===== src/hw/rtl/ptq_pkg.sv =====
// Shared types and codes for the periodic timer queue.
// Used by ptq_pick and periodic_timer_queue; depends on nothing else.
package ptq_pkg;

	// Default table size and the cap on firings per tick.
	localparam int TIMER_SLOTS_DEF = 16;
	localparam int MAX_FIRE        = 16;
	localparam int FIRE_W          = $clog2(MAX_FIRE + 1);

	// Field widths.
	localparam int TIME_W = 64;
	localparam int ID_W   = 32;
	localparam int TAG_W  = 16;
	localparam int MODE_W = 2;
	localparam int KIND_W = 2;

	// Input modes.
	localparam logic [MODE_W-1:0] MODE_PUSH   = 2'd0;
	localparam logic [MODE_W-1:0] MODE_CANCEL = 2'd1;
	localparam logic [MODE_W-1:0] MODE_TICK   = 2'd2;

	// Result kinds.
	localparam logic [KIND_W-1:0] KIND_ACCEPT = 2'd0;
	localparam logic [KIND_W-1:0] KIND_FULL   = 2'd1;
	localparam logic [KIND_W-1:0] KIND_FIRED  = 2'd2;

	// One stored timer.
	typedef struct packed {
		logic [TIME_W-1:0] deadline;
		logic [TIME_W-1:0] period;
		logic              repeat_en;
		logic [ID_W-1:0]   id;
		logic [TAG_W-1:0]  tag;
	} slot_t;

endpackage


===== src/hw/rtl/ptq_pick.sv =====
// Ordering unit of the timer queue: decides whether a scanned slot beats the
// current best due timer. Depends on ptq_pkg.
module ptq_pick (
	input  ptq_pkg::slot_t                  cand,
	input  logic                            cand_live,
	input  ptq_pkg::slot_t                  best,
	input  logic                            best_found,
	input  logic [ptq_pkg::TIME_W-1:0]      now_us,
	output logic                            take
);
	import ptq_pkg::*;

	logic due;
	logic earlier;
	logic tie_lower;

	// Compare deadline with now, then with the best so far; ties go to lower id.
	assign due       = cand.deadline <= now_us;
	assign earlier   = cand.deadline < best.deadline;
	assign tie_lower = (cand.deadline == best.deadline) && (cand.id < best.id);
	assign take      = cand_live && due && (!best_found || earlier || tie_lower);

endmodule


===== src/hw/rtl/periodic_timer_queue.sv =====
// Periodic timer queue: a table of TIMER_SLOTS timers held in one slot memory.
// Depends on ptq_pkg and ptq_pick.
//
// Use: items enter on in_valid/in_ready, results leave on out_valid/out_ready.
// mode 0 pushes a timer (deadline = now_us) and gives one result: the new id,
// or a table-full result. mode 1 cancels every slot holding cancel_id and
// gives no result. mode 2 ticks: due timers fire earliest first, lower id on
// ties, at most MAX_FIRE per tick, one result each, last set on the final
// one. Periodic timers re-arm at deadline plus period (saturating).
// A push goes through the push state and a cancel scans every slot once. Each
// tick pass reads one slot per cycle through the single registered read port,
// then drains the read register and ends; each firing adds a fire state, and a
// tick that fired ends with an emit state, at MAX_FIRE without a further pass.
// in_ready is high only while the sequencer is idle.
// A firing result is held back until the next pass shows whether it is the
// last; a stalled receiver holds the sequencer where it would load the
// output register, and no result is dropped.
// Reset clears the valid bits, the id counter and all control state; slot
// contents are not cleared and need no clearing pass.
module periodic_timer_queue #(
	parameter int TIMER_SLOTS = ptq_pkg::TIMER_SLOTS_DEF
) (
	input  logic        clk,
	input  logic        arst_n,
	input  logic        in_valid,
	output logic        in_ready,
	input  logic [1:0]  mode,
	input  logic [63:0] now_us,
	input  logic [63:0] period_us,
	input  logic        periodic,
	input  logic [15:0] user_tag,
	input  logic [31:0] cancel_id,
	output logic        out_valid,
	input  logic        out_ready,
	output logic [1:0]  kind,
	output logic [31:0] timer_id,
	output logic [15:0] tag_out,
	output logic [63:0] due_us,
	output logic        last
);
	import ptq_pkg::*;

	localparam int IDX_W = $clog2(TIMER_SLOTS);
	localparam int CNT_W = $clog2(TIMER_SLOTS + 1);

	localparam logic [2:0] S_IDLE   = 3'd0;
	localparam logic [2:0] S_PUSH   = 3'd1;
	localparam logic [2:0] S_CANCEL = 3'd2;
	localparam logic [2:0] S_SCAN   = 3'd3;
	localparam logic [2:0] S_FIRE   = 3'd4;
	localparam logic [2:0] S_EMIT   = 3'd5;

	// Sequencer and input latches.
	logic [2:0]         state_q;
	logic [TIME_W-1:0]  now_q;
	logic [TIME_W-1:0]  period_q;
	logic               periodic_q;
	logic [TAG_W-1:0]   tag_q;
	logic [ID_W-1:0]    cancel_id_q;
	logic [ID_W-1:0]    next_id_q;

	// Slot table.
	slot_t              mem_q [TIMER_SLOTS];
	logic [TIMER_SLOTS-1:0] valid_q;
	logic [TIMER_SLOTS-1:0] done_q;

	// Scan pipeline.
	logic [CNT_W-1:0]   cnt_q;
	logic               rd_vld_s1;
	logic [IDX_W-1:0]   rd_idx_s1;
	slot_t              rdata_s1;

	// Best due timer of the current pass.
	slot_t              best_q;
	logic [IDX_W-1:0]   best_idx_q;
	logic               best_found_q;
	logic [FIRE_W-1:0]  fire_cnt_q;

	// Firing held until the next pass decides its last flag.
	logic               pend_valid_q;
	logic [ID_W-1:0]    pend_id_q;
	logic [TAG_W-1:0]   pend_tag_q;
	logic [TIME_W-1:0]  pend_due_q;

	// Output register.
	logic               out_valid_q;
	logic [KIND_W-1:0]  kind_q;
	logic [ID_W-1:0]    timer_id_q;
	logic [TAG_W-1:0]   tag_out_q;
	logic [TIME_W-1:0]  due_q;
	logic               last_q;

	logic               in_fire;
	logic               out_free;
	logic               rd_en;
	logic               scan_end;
	logic               cand_live;
	logic               take;
	logic               has_free;
	logic [IDX_W-1:0]   free_idx;
	logic               push_go;
	logic               fire_go;
	logic               emit_go;
	logic               mem_we;
	logic [IDX_W-1:0]   mem_wa;
	slot_t              mem_wd;
	logic [TIME_W:0]    rearm_sum;
	logic [TIME_W-1:0]  rearm_dl;
	logic [FIRE_W-1:0]  fire_nxt;

	assign in_ready  = state_q == S_IDLE;
	assign in_fire   = in_valid && in_ready;
	assign out_free  = !out_valid_q || out_ready;
	assign rd_en     = (state_q == S_SCAN || state_q == S_CANCEL) &&
		(cnt_q < CNT_W'(TIMER_SLOTS));
	assign scan_end  = (cnt_q == CNT_W'(TIMER_SLOTS)) && !rd_vld_s1;
	assign push_go   = (state_q == S_PUSH) && out_free;
	assign fire_go   = (state_q == S_FIRE) && (!pend_valid_q || out_free);
	assign emit_go   = (state_q == S_EMIT) && out_free;
	assign fire_nxt  = fire_cnt_q + FIRE_W'(1);

	// Find the lowest free slot.
	always_comb begin
		free_idx = '0;
		for (int i = TIMER_SLOTS - 1; i >= 0; i--) begin
			if (!valid_q[i]) free_idx = IDX_W'(i);
		end
	end
	assign has_free = ~&valid_q;

	// Re-armed deadline, saturating at the top of the range.
	assign rearm_sum = {1'b0, best_q.deadline} + {1'b0, best_q.period};
	assign rearm_dl  = rearm_sum[TIME_W] ? {TIME_W{1'b1}} : rearm_sum[TIME_W-1:0];

	// Ordering unit shared by every tick scan step.
	assign cand_live = rd_vld_s1 && valid_q[rd_idx_s1] && !done_q[rd_idx_s1];

	ptq_pick u_pick (
		.cand       (rdata_s1),
		.cand_live  (cand_live),
		.best       (best_q),
		.best_found (best_found_q),
		.now_us     (now_q),
		.take       (take)
	);

	// Select the memory write: new timer on push, new deadline on re-arm.
	always_comb begin
		mem_we = 1'b0;
		mem_wa = free_idx;
		mem_wd = best_q;
		if (push_go && has_free) begin
			mem_we           = 1'b1;
			mem_wd.deadline  = now_q;
			mem_wd.period    = period_q;
			mem_wd.repeat_en = periodic_q;
			mem_wd.id        = next_id_q;
			mem_wd.tag       = tag_q;
		end else if (fire_go && best_q.repeat_en) begin
			mem_we          = 1'b1;
			mem_wa          = best_idx_q;
			mem_wd.deadline = rearm_dl;
		end
	end

	// Slot memory: one write port, one registered read port.
	always_ff @(posedge clk) begin
		if (mem_we) mem_q[mem_wa] <= mem_wd;
		rdata_s1 <= mem_q[cnt_q[IDX_W-1:0]];
		rd_idx_s1 <= cnt_q[IDX_W-1:0];
	end

	// Latch the transaction fields.
	always_ff @(posedge clk) begin
		if (in_fire) begin
			now_q       <= now_us;
			period_q    <= period_us;
			periodic_q  <= periodic;
			tag_q       <= user_tag;
			cancel_id_q <= cancel_id;
		end
	end

	// Sequencer and control state.
	always_ff @(posedge clk or negedge arst_n) begin
		if (!arst_n) begin
			state_q      <= S_IDLE;
			valid_q      <= '0;
			done_q       <= '0;
			cnt_q        <= '0;
			rd_vld_s1    <= 1'b0;
			best_found_q <= 1'b0;
			fire_cnt_q   <= '0;
			pend_valid_q <= 1'b0;
			next_id_q    <= '0;
		end else begin
			rd_vld_s1 <= rd_en;
			if (rd_en) cnt_q <= cnt_q + CNT_W'(1);
			unique case (state_q)
				S_IDLE: begin
					if (in_fire) begin
						cnt_q        <= '0;
						best_found_q <= 1'b0;
						done_q       <= '0;
						fire_cnt_q   <= '0;
						pend_valid_q <= 1'b0;
						if (mode == MODE_PUSH) state_q <= S_PUSH;
						else if (mode == MODE_CANCEL) state_q <= S_CANCEL;
						else if (mode == MODE_TICK) state_q <= S_SCAN;
					end
				end
				S_PUSH: begin
					if (push_go) begin
						if (has_free) begin
							valid_q[free_idx] <= 1'b1;
							next_id_q         <= next_id_q + ID_W'(1);
						end
						state_q <= S_IDLE;
					end
				end
				S_CANCEL: begin
					// Drop every valid slot that holds the id.
					if (rd_vld_s1 && valid_q[rd_idx_s1] && rdata_s1.id == cancel_id_q)
						valid_q[rd_idx_s1] <= 1'b0;
					if (scan_end) state_q <= S_IDLE;
				end
				S_SCAN: begin
					if (take) best_found_q <= 1'b1;
					if (scan_end) begin
						if (best_found_q) state_q <= S_FIRE;
						else if (pend_valid_q) state_q <= S_EMIT;
						else state_q <= S_IDLE;
					end
				end
				S_FIRE: begin
					if (fire_go) begin
						done_q[best_idx_q] <= 1'b1;
						if (!best_q.repeat_en) valid_q[best_idx_q] <= 1'b0;
						pend_valid_q <= 1'b1;
						fire_cnt_q   <= fire_nxt;
						best_found_q <= 1'b0;
						cnt_q        <= '0;
						if (fire_nxt == FIRE_W'(MAX_FIRE)) state_q <= S_EMIT;
						else state_q <= S_SCAN;
					end
				end
				S_EMIT: begin
					if (emit_go) begin
						pend_valid_q <= 1'b0;
						state_q      <= S_IDLE;
					end
				end
				default: state_q <= S_IDLE;
			endcase
		end
	end

	// Hold the best candidate of the pass, and the firing awaiting its last flag.
	always_ff @(posedge clk) begin
		if (state_q == S_SCAN && take) begin
			best_q     <= rdata_s1;
			best_idx_q <= rd_idx_s1;
		end
		if (fire_go) begin
			pend_id_q  <= best_q.id;
			pend_tag_q <= best_q.tag;
			pend_due_q <= best_q.deadline;
		end
	end

	// Output register: load on push, on a superseded firing and on the final one.
	always_ff @(posedge clk or negedge arst_n) begin
		if (!arst_n) begin
			out_valid_q <= 1'b0;
		end else if (push_go || (fire_go && pend_valid_q) || emit_go) begin
			out_valid_q <= 1'b1;
		end else if (out_ready) begin
			out_valid_q <= 1'b0;
		end
	end

	always_ff @(posedge clk) begin
		priority if (push_go) begin
			kind_q     <= has_free ? KIND_ACCEPT : KIND_FULL;
			timer_id_q <= has_free ? next_id_q : '0;
			tag_out_q  <= '0;
			due_q      <= '0;
			last_q     <= 1'b1;
		end else if ((fire_go && pend_valid_q) || emit_go) begin
			kind_q     <= KIND_FIRED;
			timer_id_q <= pend_id_q;
			tag_out_q  <= pend_tag_q;
			due_q      <= pend_due_q;
			last_q     <= emit_go;
		end else begin
			kind_q     <= kind_q;
		end
	end

	assign out_valid = out_valid_q;
	assign kind      = kind_q;
	assign timer_id  = timer_id_q;
	assign tag_out   = tag_out_q;
	assign due_us    = due_q;
	assign last      = last_q;

	// The chosen timer of a pass is always a live slot.
	a_best_live: assert property (@(posedge clk) disable iff (!arst_n)
		(state_q == S_SCAN && best_found_q) |-> valid_q[best_idx_q])
		else $error("best slot not valid during scan");

	// A held firing exists only inside a tick.
	a_pend_in_tick: assert property (@(posedge clk) disable iff (!arst_n)
		(state_q == S_IDLE || state_q == S_PUSH || state_q == S_CANCEL) |-> !pend_valid_q)
		else $error("pending firing outside a tick");

	// A fired slot is never chosen again in the same tick.
	a_done_marked: assert property (@(posedge clk) disable iff (!arst_n)
		fire_go |=> done_q[$past(best_idx_q)])
		else $error("fired slot not marked done");

	// A tick never exceeds its firing cap.
	a_fire_cap: assert property (@(posedge clk) disable iff (!arst_n)
		fire_cnt_q <= FIRE_W'(MAX_FIRE))
		else $error("firing count beyond cap");

endmodule

===== config.mk =====
export PLATFORM = sky130hd
export DESIGN_NAME = periodic_timer_queue
export DESIGN_NICKNAME = d
export VERILOG_FILES = /design/src/hw/rtl/ptq_pkg.sv /design/src/hw/rtl/ptq_pick.sv /design/src/hw/rtl/periodic_timer_queue.sv
export SDC_FILE = /design/constraint.sdc
export NUM_CORES = 2
export LEC_CHECK = 0
export BUFFER_PORTS_ARGS = -buffer_cell sky130_fd_sc_hd__buf_2
export CORE_ASPECT_RATIO = 0.9
export CORE_MARGIN = 1.5
export CORE_UTILIZATION = 37
export CTS_CLUSTER_SIZE = 28
export DETAILED_ROUTE_END_ITERATION = 10
export HOLD_SLACK_MARGIN = 0.12
export PLACE_DENSITY_LB_ADDON = 0.05
export SYNTH_ARGS = -nofsm -noshare
export SYNTH_HDL_FRONTEND = slang
export SYNTH_SLANG_ARGS = --single-unit

===== constraint.sdc =====
create_clock -name clk -period 14.9 [get_ports clk]
set_input_delay 2.98 -clock clk [delete_from_list [all_inputs] [get_ports clk]]
set_output_delay 2.98 -clock clk [all_outputs]
set_load 0.02 [all_outputs]

Word level (Yosys, flattened, before mapping)
Memories as Yosys holds them, arrays and structs flattened. A register that Yosys moved wholly into a read port is not among the register bits.
Cells that the tools add are included.
Widths: inputs -> output; s select.
Operators by class
  add/sub/neg operators: 4
  $lt $le $gt $ge: 10
  equality and inequality tests: 22
  muxes and demuxes: 80
  bitwise operators: 7
  reduce and logical (&&, ||, !) cells: 48
Operators by type and width (count)
  $mux 64: 3
  $mux 113: 1
  $mux 16: 7
  $mux 32: 3
  $mux 4: 18
  $add 64x64->65: 1
  $eq 64x64->1: 1
  $le 64x64->1: 1
  $lt 64x64->1: 1
  $pmux 16 s3: 1
  $mux 3: 12
  $add 32x1->32 const B: 1
  $and 16x16->16: 2
  $eq 32x32->1: 1
  $lt 32x32->1: 1
  $not 16->16: 2
  $or 16x16->16: 2
  $pmux 16 s2: 1
  $mux 5: 5
  $pmux 5 s2: 2
  $logic_and 1x1->1: 19
  $pmux 3 s6: 1
  $mux 1: 17
  $ne 2x2->1 const B: 8
  other kinds (28): 60
Storage, ports and cells
  bits in registers: 670
  bits in writable memories: 2832
  bits of input ports: 183
  output and inout port bits: 117
  memories: 1
Memory list
  mem_q: depth 16, bits a word 177, read ports 1, clocked after Yosys merged registers in 1, write ports 1, line periodic_timer_queue.sv:63  | slot_t mem_q [TIMER_SLOTS];

Logic depth before layout (Yosys ltp)
  depth after elaboration: 24
  depth in mapped cells: 13
  gate-level depth less buffers: 12

Modules after synthesis
A second synthesis with hierarchy kept.
Second synthesis, totals
  cell total of the unflattened synthesis: 8577
  area total of the unflattened synthesis: 144607.4 um2
Modules (own cells, without submodules)
  periodic_timer_queue: instances 1, cells an instance 8013, area each 140606.1 um2, sequential area each 107448.1 um2
  ptq_pick: instances 1, cells an instance 564, area each 4001.3 um2, sequential area each 0.0 um2

Worst setup path after synthesis
OpenSTA, ideal clock, no wires.
  path kind: register -> register
  start point: reg now_q[59]
  end point: reg best_idx_q[0] (enable)
  setup time: 0.992 ns
  arrival: 15.488 ns
  data required time: 13.908 ns
  setup slack: -1.581 ns
  cell stages (with the launch flop): 11
  path buffers: 0
  path through: edfxtp_1 -> inv_1 -> ha_1 -> nand4_1 -> nor4_1 -> nand2_1 -> or3_1 -> nor2_1 -> nand3_1 -> or4_1 -> a211oi_1
Between the ends
  cells in the longest elaborated chain, start to end: 4
RTL lines
  from (decl): line periodic_timer_queue.sv:55  | logic [TIME_W-1:0] now_q;
  from (signal assigned): line periodic_timer_queue.sv:176  | now_q <= now_us;
  $le 64x64->1: line ptq_pick.sv:18  | assign due = cand.deadline <= now_us;
  $logic_and 1x1->1 (2 in series): line ptq_pick.sv:21  | assign take = cand_live && due && (!best_found || earlier || tie_lower);
  $logic_and 1x1->1: line periodic_timer_queue.sv:260  | if (state_q == S_SCAN && take) begin
  to (signal assigned): line periodic_timer_queue.sv:262  | best_idx_q <= rd_idx_s1;
  to (decl): line periodic_timer_queue.sv:75  | logic [IDX_W-1:0] best_idx_q;
Every way passes these cells.
A chain may end at the register's enable or synchronous reset.

Final worst setup path
  start point: in out_ready
  end point: mem mem_q[12][139] (netlist bit) (enable)
Between the ends
  cells in the longest elaborated chain, start to end: 8
  elaborated cells between the ends (all ways): 12
  classes of those cells: 6 x mux; 6 x reduce/logical
RTL lines
  from (decl): line periodic_timer_queue.sv:34  | input logic out_ready,
  $logic_or 1x1->1 (*): line periodic_timer_queue.sv:113  | assign out_free = !out_valid_q || out_ready;
  $logic_or 1x1->1 (*): line periodic_timer_queue.sv:118  | assign fire_go = (state_q == S_FIRE) && (!pend_valid_q || out_free);
  $logic_and 1x1->1 (*): line periodic_timer_queue.sv:118
  net fire_go: line periodic_timer_queue.sv:102  | logic fire_go;
  $logic_and 1x1->1 (*): line periodic_timer_queue.sv:159  | end else if (fire_go && best_q.repeat_en) begin
  $mux 1: line periodic_timer_queue.sv:159
  $mux 1: line periodic_timer_queue.sv:152  | if (push_go && has_free) begin
  $mux 1: line periodic_timer_queue.sv:168  | if (mem_we) mem_q[mem_wa] <= mem_wd;
  $mux 1 (not written as such): line periodic_timer_queue.sv:168
  to (decl): line periodic_timer_queue.sv:63
The timed path passes the listed nets; every way through them passes the cells marked *.

==> impl_metrics.tcl <==
set metrics [dict create \
    status "complete, no violations" \
    routed_via_density 5.458 \
    drive_gt1_share_pct 24.77 \
    cts_setup_buffers 0 \
    power_density_nw_per_um2 184.6 \
    timing.fmax_mhz 129.1 \
    core-area_um2 382300 \
    cpPeakStageDelay_ps 840 \
    fin_tns_setup_ps 0 \
    die_h_um 591.7 \
    final_common_cell "edfxtp_1" \
    reg2reg_depth 12 \
    synth_ff_type "edfxtp_1" \
    area_growth_syn_to_layout_pct 15.03 \
    ys_top_cells_by_area "edfxtp_1 70%, mux4_2 14%, dfxtp_1 3.7%" \
    num_rows 215 \
    hpwlAfterDp_mm 244.5 \
    worstPathCellList "buf_2, nor2b_1, nand2_1, nand2_1, inv_6, nand2_2, buf_4, mux2i_1, nand2_1, nor2_4, buf_4, buf_4" \
    numCtsBuffers 396 \
    synth.top_cell.area_share_pct 70.30 \
    path_buf_inv 5 \
    vias 71590 \
    route.detailed.drc 0 \
    whs_ps 394.9 \
    fill_cells 33100 \
    grt_overflow 0 \
    die_width_um 657.1 \
    clockBufferDepth 4 \
    place.gp.congestion 0.8501 \
    worst_path_max_delay_cell "buf_4" \
    synth_top_cell_by_area "edfxtp_1" \
    tightest_slew_ps 1244 \
    cts_resized 0 \
    finalSetupViolCount 0 \
    rsz0062_at_grt "no" \
    skew_ps 31.11 \
    fin_crit_ps 7748 \
    fin_crit_sh_pct 52.00 \
    placed_area_um2 150700 \
    final_max_slew_viol_count 0 \
    track_usage_pct 21.46 \
    io_pins 300 \
    grt_pass1_vias 74030 \
    drv_cap 0 \
    hold_path.class "reg -> reg" \
    htree_levels 5 \
    synthArstFlopShare_pct 2.202 \
    grt_max_degree 141 \
    hold_depth 0 \
    start_util_pct 37.28 \
    nets 8083 \
    criticalPathCategory "in -> reg" \
    holdBufCountCts 0 \
    syn_nets 7562 \
    clk_latency_ps 960 \
    dp.cells 12370 \
    synth_edf_count 3336 \
    routedWlPerCell_um 32.06 \
    syn_avg_cell_area_um2 19.93 \
    critPathArrivalTime_ps 8320 \
    synth-seq-cells 3679 \
    port_buffers 299 \
    clk_pin_slew_ps 60 \
    fin_area_um2 163900 \
    grt_pass1_wl_mm 589.7 \
    critical_path_depth 12 \
    clock_sinks 3679 \
    wirelength_mm 420.5 \
    hold_violations 0 \
    path_max_fanout 39 \
    ir_worst_vdd_mv 0.1516 \
    layout_common_cells "3336 x edfxtp_1, 895 x mux4_2, 557 x nand2_1, 403 x clkbuf_16, 298 x buf_2" \
    start_kind "input pin" \
    yosysSeqAreaShare_pct 75.41 \
    slew_headroom_pct 17.04 \
    cp_top_family "buffers and inverters" \
    critPathRequiredTime_ps 15470 \
    antenna_found_initial 21 \
    end_kind "flip-flop" \
    yosysWarnings 0 \
    stdcell_count 13120 \
    cts_tree "yes" \
    leakage_uw 0.05440 \
    syn_area_um2 142500 \
    dr.pass1.iters 5 \
    cts_root_buf "clkbuf_16" \
    yosys.cell_types.count 81 \
    drtIter0Drc 6588 \
    die-area_um2 388800 \
    syn_inst 7149 \
    ant_nets 0 \
]
## final cells by class
cell class / count / area, um2 / share of cell area (%)
Clock inverter: 196 / 2090 / 1.275
Antenna cell: 3 / 7.507 / 0.004580
Timing Repair Buffer: 442 / 2873 / 1.753
Tap cell: 5099 / 6380 / 3.892
Clock buffer: 546 / 11090 / 6.767
Sequential cell: 3679 / 107500 / 65.57
Multi-Input combinational cell: 2960 / 33270 / 20.30
Inverter: 191 / 726.9 / 0.4435
## where the power goes
group	total [uW]	switching (uW)	internal [uW]
sequential	13400	740	12600
clock	9990	4090	5890
combinational	6900	3910	2990
## stage by stage
| stage | utilization (%) | total power (uW) | setup slack [ps] |
|---|---|---|---|
| after floorplan | - | 18030 | 1127 |
| after global placement | 39.43 | 20610 | 6158 |
| after detailed placement | 39.43 | 20650 | 6014 |
| after CTS | 42.88 | 30710 | 7072 |
| after global routing | 42.88 | 31520 | 6940 |
| final | 42.88 | 30260 | 7152 |
## flip-flops by register name, indices dropped and copies added (netlist names), 64 cells and up
name,flops
best_q,177
mem_q,2832
now_q,64
rdata_s1,177
due_us,64
period_q,64
pend_due_q,64
## metal layers
metal	track usage (%)	vias up	routed length (um)
li1	-	30180	-
met1	30.50	39000	189500
met2	35.31	1860	202400
met3	2.195	548	16340
met4	6.098	4	12230
met5	0	-	24
## cell families after synthesis
logic type               after synthesis  synth area share [%]
buffers and inverters                510                 1.386
AO/OA/AOI/OAI                        704                 3.189
multiplexers                         900                 14.18
flip-flops                          3679                 75.41
AND/OR/NAND/NOR                     1003                 3.057
adder cells (fa/ha/maj)              230                 2.025
XOR/XNOR                             123                0.7560
## Yosys cell counts, types with 27 or more instances
cell type and n:
mux4_2 895, a21o_1 83, o221ai_1 45, nand4_1 58, nand3_1 41, a21oi_1 236, dfxtp_1 262, nor2_1 200
buf_1 63, o21ai_0 96, nor3_1 30, a31oi_1 27, xnor2_1 54, nand2_1 559, edfxtp_1 3336, ha_1 229
dfrtp_1 81, o21ai_1 44, inv_1 188, clkbuf_1 228, xor2_1 69
## final timing paths
path | from | endpoint | slack, ps
max | out_ready | mem_q[12][139] | 7150
min | rdata_s1[79] | best_q[79] | 390
max reg2reg | now_q[51] | best_q[151] | 7880
min reg2reg | rdata_s1[79] | best_q[79] | 390
max in group asynchronous | arst_n | cnt_q[1] | 11620
min in group asynchronous | arst_n | next_id_q[18] | 1950
(Power assumes the default switching activity.)
